`config.mk`:
```
export PLATFORM = sky130hd
export DESIGN_NAME = socks5_handshake_parser_core
export DESIGN_NICKNAME = d
export VERILOG_FILES = /design/src/design/s5hp_pkg.sv /design/src/design/socks5_handshake_parser_core.sv
export SDC_FILE = /design/constraint.sdc
export NUM_CORES = 1
export LEC_CHECK = 0
export ABC_CLOCK_PERIOD_IN_PS = 3300
export BUFFER_PORTS_ARGS = -buffer_cell sky130_fd_sc_hd__buf_2
export CORE_MARGIN = 1.5
export CORE_UTILIZATION = 35
export CTS_BUF_LIST = sky130_fd_sc_hd__clkbuf_4 sky130_fd_sc_hd__clkbuf_8
export CTS_CLUSTER_DIAMETER = 100
export DETAILED_ROUTE_END_ITERATION = 7
export SLEW_MARGIN = 20
export SYNTH_ARGS = -nofsm -noshare
export SYNTH_HDL_FRONTEND = slang
export SYNTH_SLANG_ARGS = --single-unit
```
`constraint.sdc`:
```
create_clock -name clk -period 3.3 [get_ports clk]
set_clock_uncertainty 0.05 [all_clocks]
set_input_delay 0.33 -clock clk [delete_from_list [all_inputs] [get_ports clk]]
set_output_delay 0.33 -clock clk [all_outputs]
set_load 0.03 [all_outputs]
```
`src/design/s5hp_pkg.sv`:
```
`timescale 1ns / 1ps
`default_nettype none

package s5hp_pkg;

  // Parser phases, one-hot
  typedef enum logic [12:0] {
    PH_GREET_VER   = 13'b0000000000001,
    PH_GREET_COUNT = 13'b0000000000010,
    PH_GREET_LIST  = 13'b0000000000100,
    PH_REQ_VER     = 13'b0000000001000,
    PH_REQ_CMD     = 13'b0000000010000,
    PH_REQ_RSV     = 13'b0000000100000,
    PH_REQ_ATYP    = 13'b0000001000000,
    PH_DOM_LEN     = 13'b0000010000000,
    PH_ADDR        = 13'b0000100000000,
    PH_PORT_HI     = 13'b0001000000000,
    PH_PORT_LO     = 13'b0010000000000,
    PH_OPEN        = 13'b0100000000000,
    PH_FAILED      = 13'b1000000000000
  } phase_t;

  // Event codes on event_res
  localparam logic [2:0] EV_MORE    = 3'd0;
  localparam logic [2:0] EV_AUTH    = 3'd1;
  localparam logic [2:0] EV_CONNECT = 3'd2;
  localparam logic [2:0] EV_ERROR   = 3'd3;
  localparam logic [2:0] EV_PAYLOAD = 3'd4;

  // Address kinds on addr_type
  localparam logic [1:0] KIND_IPV4   = 2'd0;
  localparam logic [1:0] KIND_DOMAIN = 2'd1;
  localparam logic [1:0] KIND_IPV6   = 2'd2;

  // Protocol byte codes
  localparam logic [7:0] SOCKS_VERSION = 8'h05;
  localparam logic [7:0] CMD_CONNECT   = 8'h01;
  localparam logic [7:0] ATYP_IPV4     = 8'h01;
  localparam logic [7:0] ATYP_DOMAIN   = 8'h03;
  localparam logic [7:0] ATYP_IPV6     = 8'h04;
  localparam logic [7:0] LEN_IPV4      = 8'd4;
  localparam logic [7:0] LEN_IPV6      = 8'd16;

endpackage

`default_nettype wire

```
`src/design/socks5_handshake_parser_core.sv`:
```
`timescale 1ns / 1ps
`default_nettype none

// SOCKS5 greeting and CONNECT request parser, one client byte per beat.
// Input channel: in_valid / in_stall with data_byte and conn_start; a beat
// with conn_start set restarts the parser and is parsed as the first byte of
// a new connection. Output channel: out_valid / out_stall with one result per
// input beat: event_res, addr_type, addr_byte, addr_valid, addr_length and
// target_port. Configuration: cfg_wr_en / cfg_wr_data write the accepted
// authentication method; write it only while no beat is in flight.
// A beat accepted into the input register is parsed combinationally by the
// phase machine, and its result is captured in the result register when that
// stage advances.
// Throughput: one byte per cycle unless the receiver stalls; the parse is a single
// pass of the phase machine between the input register and the result register.
// Reset (rst, synchronous): parser returns to the greeting version phase,
// the accepted method clears to 0, both stages empty.
// When the receiver stalls, the result holds, the input register fills, and
// in_stall rises only once both stages are occupied.

module socks5_handshake_parser_core (
  input  wire logic       clk,
  input  wire logic       rst,
  // configuration
  input  wire logic       cfg_wr_en,
  input  wire logic [7:0] cfg_wr_data,
  // input channel
  input  wire logic       in_valid,
  output logic            in_stall,
  input  wire logic [7:0] data_byte,
  input  wire logic       conn_start,
  // output channel
  output logic            out_valid,
  input  wire logic       out_stall,
  output logic [2:0]      event_res,
  output logic [1:0]      addr_type,
  output logic [7:0]      addr_byte,
  output logic            addr_valid,
  output logic [7:0]      addr_length,
  output logic [15:0]     target_port
);

  logic                 advance;
  logic [7:0]           accepted_method;

  // input register
  logic                 hold_valid;
  logic [7:0]           hold_byte;
  logic                 hold_start;

  // parser state
  s5hp_pkg::phase_t     phase;
  logic [7:0]           byte_count;
  logic [7:0]           method_total;
  logic                 method_found;
  logic [1:0]           kind_of_address;
  logic [7:0]           address_size;
  logic [15:0]          port_value;

  s5hp_pkg::phase_t     phase_next;
  logic [7:0]           byte_count_next;
  logic [7:0]           method_total_next;
  logic                 method_found_next;
  logic [1:0]           kind_of_address_next;
  logic [7:0]           address_size_next;
  logic [15:0]          port_value_next;
  logic [2:0]           event_next;
  logic                 valid_next;
  logic [7:0]           count_inc;

  // result stage moves when empty or taken
  assign advance  = !out_valid || !out_stall;
  assign in_stall = hold_valid && !advance;

  // accepted method register
  always_ff @(posedge clk) begin
    if (rst) begin
      accepted_method <= 8'd0;
    end else if (cfg_wr_en) begin
      accepted_method <= cfg_wr_data;
    end
  end

  // capture input beat
  always_ff @(posedge clk) begin
    if (rst) begin
      hold_valid <= 1'b0;
    end else if (in_valid && !in_stall) begin
      hold_valid <= 1'b1;
    end else if (advance) begin
      hold_valid <= 1'b0;
    end
  end

  always_ff @(posedge clk) begin
    if (in_valid && !in_stall) begin
      hold_byte  <= data_byte;
      hold_start <= conn_start;
    end
  end

  // parse one byte
  always_comb begin
    s5hp_pkg::phase_t cur_phase;
    logic [7:0]       cur_count;
    logic [7:0]       cur_total;
    logic             cur_found;
    logic [1:0]       cur_kind;
    logic [7:0]       cur_size;
    logic [15:0]      cur_port;

    // restart on a new connection
    if (hold_start) begin
      cur_phase = s5hp_pkg::PH_GREET_VER;
      cur_count = 8'd0;
      cur_total = 8'd0;
      cur_found = 1'b0;
      cur_kind  = s5hp_pkg::KIND_IPV4;
      cur_size  = 8'd0;
      cur_port  = 16'd0;
    end else begin
      cur_phase = phase;
      cur_count = byte_count;
      cur_total = method_total;
      cur_found = method_found;
      cur_kind  = kind_of_address;
      cur_size  = address_size;
      cur_port  = port_value;
    end

    phase_next           = cur_phase;
    byte_count_next      = cur_count;
    method_total_next    = cur_total;
    method_found_next    = cur_found;
    kind_of_address_next = cur_kind;
    address_size_next    = cur_size;
    port_value_next      = cur_port;
    event_next           = s5hp_pkg::EV_MORE;
    valid_next           = 1'b0;
    count_inc            = cur_count + 8'd1;

    unique case (cur_phase)
      s5hp_pkg::PH_GREET_VER: begin
        if (hold_byte == s5hp_pkg::SOCKS_VERSION) begin
          phase_next = s5hp_pkg::PH_GREET_COUNT;
        end else begin
          phase_next = s5hp_pkg::PH_FAILED;
          event_next = s5hp_pkg::EV_ERROR;
        end
      end
      s5hp_pkg::PH_GREET_COUNT: begin
        method_total_next = hold_byte;
        byte_count_next   = 8'd0;
        method_found_next = 1'b0;
        if (hold_byte == 8'd0) begin
          phase_next = s5hp_pkg::PH_FAILED;
          event_next = s5hp_pkg::EV_ERROR;
        end else begin
          phase_next = s5hp_pkg::PH_GREET_LIST;
        end
      end
      s5hp_pkg::PH_GREET_LIST: begin
        if (hold_byte == accepted_method) begin
          method_found_next = 1'b1;
        end
        byte_count_next = count_inc;
        // end of method list
        if (count_inc == cur_total) begin
          if (cur_found || hold_byte == accepted_method) begin
            phase_next = s5hp_pkg::PH_REQ_VER;
            event_next = s5hp_pkg::EV_AUTH;
          end else begin
            phase_next = s5hp_pkg::PH_FAILED;
            event_next = s5hp_pkg::EV_ERROR;
          end
        end
      end
      s5hp_pkg::PH_REQ_VER: begin
        if (hold_byte == s5hp_pkg::SOCKS_VERSION) begin
          phase_next = s5hp_pkg::PH_REQ_CMD;
        end else begin
          phase_next = s5hp_pkg::PH_FAILED;
          event_next = s5hp_pkg::EV_ERROR;
        end
      end
      s5hp_pkg::PH_REQ_CMD: begin
        if (hold_byte == s5hp_pkg::CMD_CONNECT) begin
          phase_next = s5hp_pkg::PH_REQ_RSV;
        end else begin
          phase_next = s5hp_pkg::PH_FAILED;
          event_next = s5hp_pkg::EV_ERROR;
        end
      end
      s5hp_pkg::PH_REQ_RSV: begin
        if (hold_byte == 8'd0) begin
          phase_next = s5hp_pkg::PH_REQ_ATYP;
        end else begin
          phase_next = s5hp_pkg::PH_FAILED;
          event_next = s5hp_pkg::EV_ERROR;
        end
      end
      s5hp_pkg::PH_REQ_ATYP: begin
        byte_count_next = 8'd0;
        priority if (hold_byte == s5hp_pkg::ATYP_IPV4) begin
          kind_of_address_next = s5hp_pkg::KIND_IPV4;
          address_size_next    = s5hp_pkg::LEN_IPV4;
          phase_next           = s5hp_pkg::PH_ADDR;
        end else if (hold_byte == s5hp_pkg::ATYP_DOMAIN) begin
          kind_of_address_next = s5hp_pkg::KIND_DOMAIN;
          phase_next           = s5hp_pkg::PH_DOM_LEN;
        end else if (hold_byte == s5hp_pkg::ATYP_IPV6) begin
          kind_of_address_next = s5hp_pkg::KIND_IPV6;
          address_size_next    = s5hp_pkg::LEN_IPV6;
          phase_next           = s5hp_pkg::PH_ADDR;
        end else begin
          phase_next = s5hp_pkg::PH_FAILED;
          event_next = s5hp_pkg::EV_ERROR;
        end
      end
      s5hp_pkg::PH_DOM_LEN: begin
        address_size_next = hold_byte;
        byte_count_next   = 8'd0;
        // empty domain goes straight to the port
        phase_next = (hold_byte == 8'd0) ? s5hp_pkg::PH_PORT_HI : s5hp_pkg::PH_ADDR;
      end
      s5hp_pkg::PH_ADDR: begin
        valid_next      = 1'b1;
        byte_count_next = count_inc;
        if (count_inc == cur_size) begin
          phase_next = s5hp_pkg::PH_PORT_HI;
        end
      end
      s5hp_pkg::PH_PORT_HI: begin
        port_value_next = {hold_byte, 8'd0};
        phase_next      = s5hp_pkg::PH_PORT_LO;
      end
      s5hp_pkg::PH_PORT_LO: begin
        port_value_next = {cur_port[15:8], cur_port[7:0] | hold_byte};
        phase_next      = s5hp_pkg::PH_OPEN;
        event_next      = s5hp_pkg::EV_CONNECT;
      end
      s5hp_pkg::PH_OPEN: begin
        event_next = s5hp_pkg::EV_PAYLOAD;
      end
      default: begin
        // failed: hold until the next connection start
        phase_next = s5hp_pkg::PH_FAILED;
        event_next = s5hp_pkg::EV_ERROR;
      end
    endcase
  end

  // update parser state and result register
  always_ff @(posedge clk) begin
    if (rst) begin
      out_valid       <= 1'b0;
      phase           <= s5hp_pkg::PH_GREET_VER;
      byte_count      <= 8'd0;
      method_total    <= 8'd0;
      method_found    <= 1'b0;
      kind_of_address <= s5hp_pkg::KIND_IPV4;
      address_size    <= 8'd0;
      port_value      <= 16'd0;
    end else if (advance) begin
      out_valid <= hold_valid;
      if (hold_valid) begin
        phase           <= phase_next;
        byte_count      <= byte_count_next;
        method_total    <= method_total_next;
        method_found    <= method_found_next;
        kind_of_address <= kind_of_address_next;
        address_size    <= address_size_next;
        port_value      <= port_value_next;
      end
    end
  end

  always_ff @(posedge clk) begin
    if (advance && hold_valid) begin
      event_res   <= event_next;
      addr_type   <= kind_of_address_next;
      addr_byte   <= valid_next ? hold_byte : 8'd0;
      addr_valid  <= valid_next;
      addr_length <= address_size_next;
      target_port <= (event_next == s5hp_pkg::EV_CONNECT ||
                      event_next == s5hp_pkg::EV_PAYLOAD) ? port_value_next : 16'd0;
    end
  end

endmodule

`default_nettype wire
```
# ---- After elaboration in Yosys (flattened, before gate mapping)
# Index checks and enable logic that the tools add are counted.
dict set report totals {
  register_bits 113
  latchBits 0
  ram_bits 0
  mem_bits_ro 0
  in_bits 22
  out_inout_bits 40
  word_cells 104
  memories 0
}
dict set report op_classes {
  addsub 1
  multipliers 0
  div_mod_pow 0
  order_cmp 0
  eq_ne 21
  n_shift 0
  n_mux 46
  bitwise_logic 1
  n_reduce_logical 17
}
# operator count
set op_table {}
lappend op_table {{two-way mux 13 bit} 12}
lappend op_table {{case mux 13 bit (12 select lines)} 1}
lappend op_table {{two-way mux 8 bit} 7}
lappend op_table {{case mux 16 bit (2 select lines)} 1}
lappend op_table {{case mux 8 bit (2 select lines)} 2}
lappend op_table {{two-way mux 2 bit} 14}
lappend op_table {{case mux 3 bit (9 select lines)} 1}
lappend op_table {{== test 8 bit} 3}
lappend op_table {{== test 8 x 3 -> 1 bit (second input constant)} 2}
lappend op_table {{two-way mux 16 bit} 1}
lappend op_table {{== test 13 x 1 -> 1 bit (second input constant)} 1}
lappend op_table {{== test 13 x 10 -> 1 bit (second input constant)} 1}
lappend op_table {{== test 13 x 11 -> 1 bit (second input constant)} 1}
lappend op_table {{== test 13 x 12 -> 1 bit (second input constant)} 1}
lappend op_table {{== test 13 x 2 -> 1 bit (second input constant)} 1}
lappend op_table {{== test 13 x 3 -> 1 bit (second input constant)} 1}
lappend op_table {{== test 13 x 4 -> 1 bit (second input constant)} 1}
lappend op_table {{== test 13 x 5 -> 1 bit (second input constant)} 1}
lappend op_table {{== test 13 x 6 -> 1 bit (second input constant)} 1}
lappend op_table {{== test 13 x 7 -> 1 bit (second input constant)} 1}
lappend op_table {{== test 13 x 8 -> 1 bit (second input constant)} 1}
lappend op_table {{== test 13 x 9 -> 1 bit (second input constant)} 1}
lappend op_table {{two-way mux 10 bit} 1}
lappend op_table {{adder 8 x 1 -> 8 bit (second input constant)} 1}
lappend op_table {{15 further kinds} 28}

# ---- Longest topological paths before layout
dict set report logic_depth {
  word_depth 7
  mapped_depth 13
  depth_no_buf 9
}

# ---- Worst setup path after synthesis
# OpenSTA, ideal clock, no wires.
dict set report synth_timing {
  path_type {register to register}
  from {register hold_start}
  to {register phase[3]}
  t_arrival_ns 3.005
  required_ns 3.163
  path_slack_ns 0.158
  stages_incl_launch_ff 14
  period_less_slack_ns 3.142
  cell_sequence {edfxtp_1 -> buf_6 -> clkbuf_1 -> buf_6 -> nor2b_1 -> ha_1 -> clkbuf_1 -> inv_1 -> or3_1 -> and2_1 -> xnor2_1 -> a2111o_1 -> or2_1 -> o31ai_1}
}
dict set report synth_via {
  elab_chain_cells 5
  word_cells_on_any_way 25
  cone_classes {add/sub (1); eq/ne (14); mux (9); reduce/logical (1)}
}
# item line
set synth_lines {}
lappend synth_lines {{start: declaration} socks5_handshake_parser_core.sv:49} ;# logic hold_start;
lappend synth_lines {{start signal: assignment} socks5_handshake_parser_core.sv:98} ;# hold_start <= conn_start;
lappend synth_lines {{two-way mux 8 bit or two-way mux 1 bit (tied branches)} socks5_handshake_parser_core.sv:113} ;# if (hold_start) begin
lappend synth_lines {{adder 8 x 1 -> 8 bit or logical OR 1 bit (tied branches)} {socks5_handshake_parser_core.sv:140, socks5_handshake_parser_core.sv:169}}
lappend synth_lines {{== test 8 bit (tied with other cells)} socks5_handshake_parser_core.sv:229} ;# if (count_inc == cur_size) begin
lappend synth_lines {{two-way mux 13 bit (on tied branches)} {socks5_handshake_parser_core.sv:229, socks5_handshake_parser_core.sv:168}}
lappend synth_lines {{case mux 13 bit (12 select lines) *} socks5_handshake_parser_core.sv:142} ;# unique case (cur_phase)
lappend synth_lines {{end signal: assignment} socks5_handshake_parser_core.sv:257} ;# phase <= s5hp_pkg::PH_GREET_VER;
lappend synth_lines {{end signal: assignment} socks5_handshake_parser_core.sv:267} ;# phase <= phase_next;
lappend synth_lines {{end: declaration} socks5_handshake_parser_core.sv:52} ;# s5hp_pkg::phase_t phase;
# Mark *: on every way between the ends. The rest lies on a longest branch, timed or not.
# A chain may end at the register's enable or synchronous reset.

# ---- Worst setup path after layout
dict set report layout_timing {
  from {register byte_count[0]}
  to {register phase[3]}
}
dict set report layout_via {
  elab_chain_cells 5
  word_cells_on_any_way 7
  cone_classes {add/sub (1); eq/ne (2); mux (4)}
}
# item line
set layout_lines {}
lappend layout_lines {{start: declaration} socks5_handshake_parser_core.sv:53} ;# logic [7:0] byte_count;
lappend layout_lines {{start signal: assignment} socks5_handshake_parser_core.sv:268} ;# byte_count <= byte_count_next;
lappend layout_lines {{two-way mux 8 bit *} socks5_handshake_parser_core.sv:113}
lappend layout_lines {{adder 8 x 1 -> 8 bit *} socks5_handshake_parser_core.sv:140} ;# count_inc = cur_count + 8'd1;
lappend layout_lines {{== test 8 bit (on tied branches)} {socks5_handshake_parser_core.sv:229, socks5_handshake_parser_core.sv:168}}
lappend layout_lines {{two-way mux 13 bit (on tied branches)} {socks5_handshake_parser_core.sv:229, socks5_handshake_parser_core.sv:168}}
lappend layout_lines {{case mux 13 bit (12 select lines) *} socks5_handshake_parser_core.sv:142}
# Marked as above.

==> results_dict.tcl <==
set metrics [dict create \
    synth.distinct_cells 74 \
    cts.path.max_buffers 2 \
    worstSkewPairLatency_ns 0.44 \
    initialDrtViolationCount 346 \
    design_area_sq_mm 0.00642 \
    cts.clk_slew.worst_paths_ns 0.06 \
    synth_area_sq_mm 0.00548 \
    min_from "data_byte[6]" \
    p_leak_uw 0.00222 \
    drc_errors 0 \
    cap_viol_max_count 0 \
    ys_ff_latch 113 \
    mostFrequentLayoutCells "91 x nor2_1, 66 x dfxtp_1, 61 x buf_2" \
    final.min_clock_period_ns 2.86 \
    wl_mm 14.5 \
    worst-setup-path-type "flop to flop" \
    grt_pass1_vias 4308 \
    placed_area_sq_mm 0.00597 \
    h-tree-depth 4 \
    yosysTopAreaCellShare_pct 25.8 \
    num_vias 4487 \
    finalSetupTns_ns 0 \
    cts-root-buf "clkbuf_8" \
    critical_path.reg2reg.startpoint "byte_count[0]$_SDFFE_PP0P_" \
    start_util_pct 35.9 \
    yosysTopAreaCell "edfxtp_1" \
    die_h_microns 128 \
    num_rows 45 \
    status "completed" \
    syn_inst 560 \
    track_usage_pct 18.2 \
    area_delta_synth_final_pct 17.2 \
    worstHoldPathType "input pin to flop" \
    drt_first_pass_iters 5 \
    grt_setup_unrepaired "false" \
    antennaDiodeCount 0 \
    core_area_sq_mm 0.0153 \
    grt_overflow_total 0 \
    yosys-top-cells-area "edfxtp_1 26%, dfxtp_1 24%, nor2_1 6.2%" \
    viasPerCell 5.29 \
    cts_sinks 113 \
    power_density_mw_per_mm2 475 \
    hpwl_mm 10.3 \
    worstSetupStartpoint "byte_count[0]$_SDFFE_PP0P_" \
    drv_slew 0 \
    pre_cts_ws_ns 0.487 \
    worst_setup_path_start_kind "flop" \
    post_drt_wl_per_cell_microns 17.1 \
    grt_pass1_wl_mm 22.8 \
    path_cells "nor2b_1 -> ha_1 -> inv_1 -> or3_1 -> and2_1 -> xnor2_1 -> a2111o_1 -> or2_1 -> o31ai_1" \
    cts_tree "yes" \
    irDropWorstVdd_v 0.000344 \
    layout-drive-gt1-share_pct 20.1 \
    arrival_ns 3.16 \
    cp_max_fo 9 \
    die_w_microns 128 \
    place.gp.congestion 0.885 \
    hold_viol_final 0 \
    critPathMaxStageDelay_ns 0.49 \
    whs_ns 0.0223 \
    syn-mean-instance-area_sq_um 9.78 \
    final_net_count 647 \
    layout_commonest_cell "nor2_1" \
    route.antenna.remaining_nets 0 \
    fin_ws_ns 0.436 \
    ys.flop_type "dfxtp_1" \
    worstMarginPinSlew_ns 0.962 \
    end_kind "flop" \
    maxSlewHeadroom_pct 35.3 \
    die_area_sq_mm 0.0164 \
    numCtsBuffers 17 \
    antenna_found_initial 0 \
    synth-async-reset-ratio_pct 0 \
    synth_enable_flop_cells 47 \
    syn_nets 583 \
    finalCritPeriodShare_pct 86.8 \
    max_freq_mhz 349 \
    finalSetupViolCount 0 \
    critPathRequiredTime_ns 3.60 \
    post_cts_buffers 0 \
    cts_resized 0 \
    slowest_stage "dfxtp_1" \
    io_pins 62 \
    ys.warnings.count 0 \
    grt_max_degree 30 \
    port-buffer-count 61 \
    yosysSeqAreaShare_pct 49.9 \
]
-- Yosys cell counts (2+ instances only) --
| library cell | number |
|---|---|
| nor2_1 | 91 |
| dfxtp_1 | 66 |
| edfxtp_1 | 47 |
| a21oi_1 | 37 |
| a22oi_1 | 34 |
| nand2_1 | 30 |
| clkbuf_1 | 19 |
| xnor2_1 | 18 |
| o21ai_0 | 16 |
| nor2b_1 | 13 |
| and2_1 | 12 |
| nor3_1 | 11 |
| nand3_1 | 10 |
| buf_2 | 9 |
| mux2i_1 | 9 |
| nand2b_1 | 9 |
| nor3b_1 | 8 |
| nor4_1 | 7 |
| a22o_1 | 6 |
| and3_1 | 6 |
| inv_1 | 6 |
| nand4_1 | 6 |
| buf_6 | 5 |
| or4_1 | 5 |
| xor2_1 | 5 |
| buf_1 | 4 |
| o31ai_1 | 4 |
| a31oi_1 | 3 |
| buf_4 | 3 |
| nand3b_1 | 3 |
| nor4_4 | 3 |
| o21ai_1 | 3 |
| or3_1 | 3 |
| a32oi_1 | 2 |
| and4_1 | 2 |
| o211ai_1 | 2 |
| o21ai_2 | 2 |
| o31a_1 | 2 |
| or2_1 | 2 |
| or2_2 | 2 |
| xnor3_1 | 2 |
-- critical path: cells and delay by family (launching register included) --
family / cells / cell delay (ns)
xor+xnor: 1 / 0.12
fa+ha+maj: 1 / 0.33
buf+inv: 1 / 0.10
simple gates: 4 / 0.99
flops: 1 / 0.49
compound gates: 2 / 0.69
-- report_power, final --
part	switching [uW]	internal, uW	total [uW]
registers	29.7	1490	1520
clock network	564	718	1280
logic	166	74.8	241
-- logic make-up (layout without fill, tap and decap cells) --
family | after synthesis | count (layout) | synth area share (%)
AND/OR/NAND/NOR | 238 | 238 | 24.0
AO/OA/AOI/OAI | 127 | 127 | 15.5
flip-flops | 113 | 113 | 49.9
buffers and inverters | 47 | 124 | 4.32
XOR/XNOR | 25 | 25 | 4.50
multiplexers | 9 | 9 | 1.64
adder cells (fa/ha/maj) | 1 | 1 | 0.228
-- metal layers --
metal / wire length (microns) / up-vias / part of all wire, % / GRT usage (%)
li1: - / 2155 / - / -
met1: 6710 / 2176 / 46 / 24.4
met2: 6740 / 134 / 46 / 28.7
met3: 806 / 22 / 5.6 / 3.96
met4: 243 / 0 / 1.7 / 7.27
met5: 0 / - / 0 / 0
-- registers in the layout, summed over array words and instances (netlist names) --
signal	flops
byte_count	8
accepted_method	8
hold_valid	1
event_res	3
addr_type	2
method_total	8
out_valid	1
addr_byte	8
port_value	16
kind_of_address	2
method_found	1
phase	13
addr_length	8
hold_byte	8
address_size	8
hold_start	1
target_port	16
addr_valid	1
-- repair_timing --
item,in CTS,in global routing
hold buffers,6,0
endpoints found under the hold margin,6,0
endpoints found under the setup margin,0,0
-- worst paths after layout --
kind / slack, ns / cells past startpoint / endpoint
max reg2reg: 0.44 / 9 / phase[3]$_SDFFE_PP0P_
max: 0.44 / 9 / phase[3]$_SDFFE_PP0P_
min reg2reg: 0.41 / 2 / kind_of_address[0]$_SDFFE_PP0P_
min: 0.02 / 1 / hold_byte[6]$_DFFE_PP_
-- layout make-up --
type / instances / area, sq um
clock buffer: 21 / 277
clock inverter: 11 / 111
fill: 1492 / 8840
inverter: 7 / 26.3
multi-input combinational: 400 / 2510
sequential: 113 / 2730
tap: 211 / 264
timing repair buffer: 85 / 500
-- through the flow --
step / power [uW] / util, % / cells
after floorplan: 1700 / - / 560
after global placement: 1790 / 39.1 / 810
after detailed placement: 1790 / 39.1 / 810
after CTS: 3070 / 42.1 / 848
after global routing: 3150 / 42.1 / 848
final: 3050 / 42.1 / 848
Note: power is estimated with default switching activity, not from simulation.
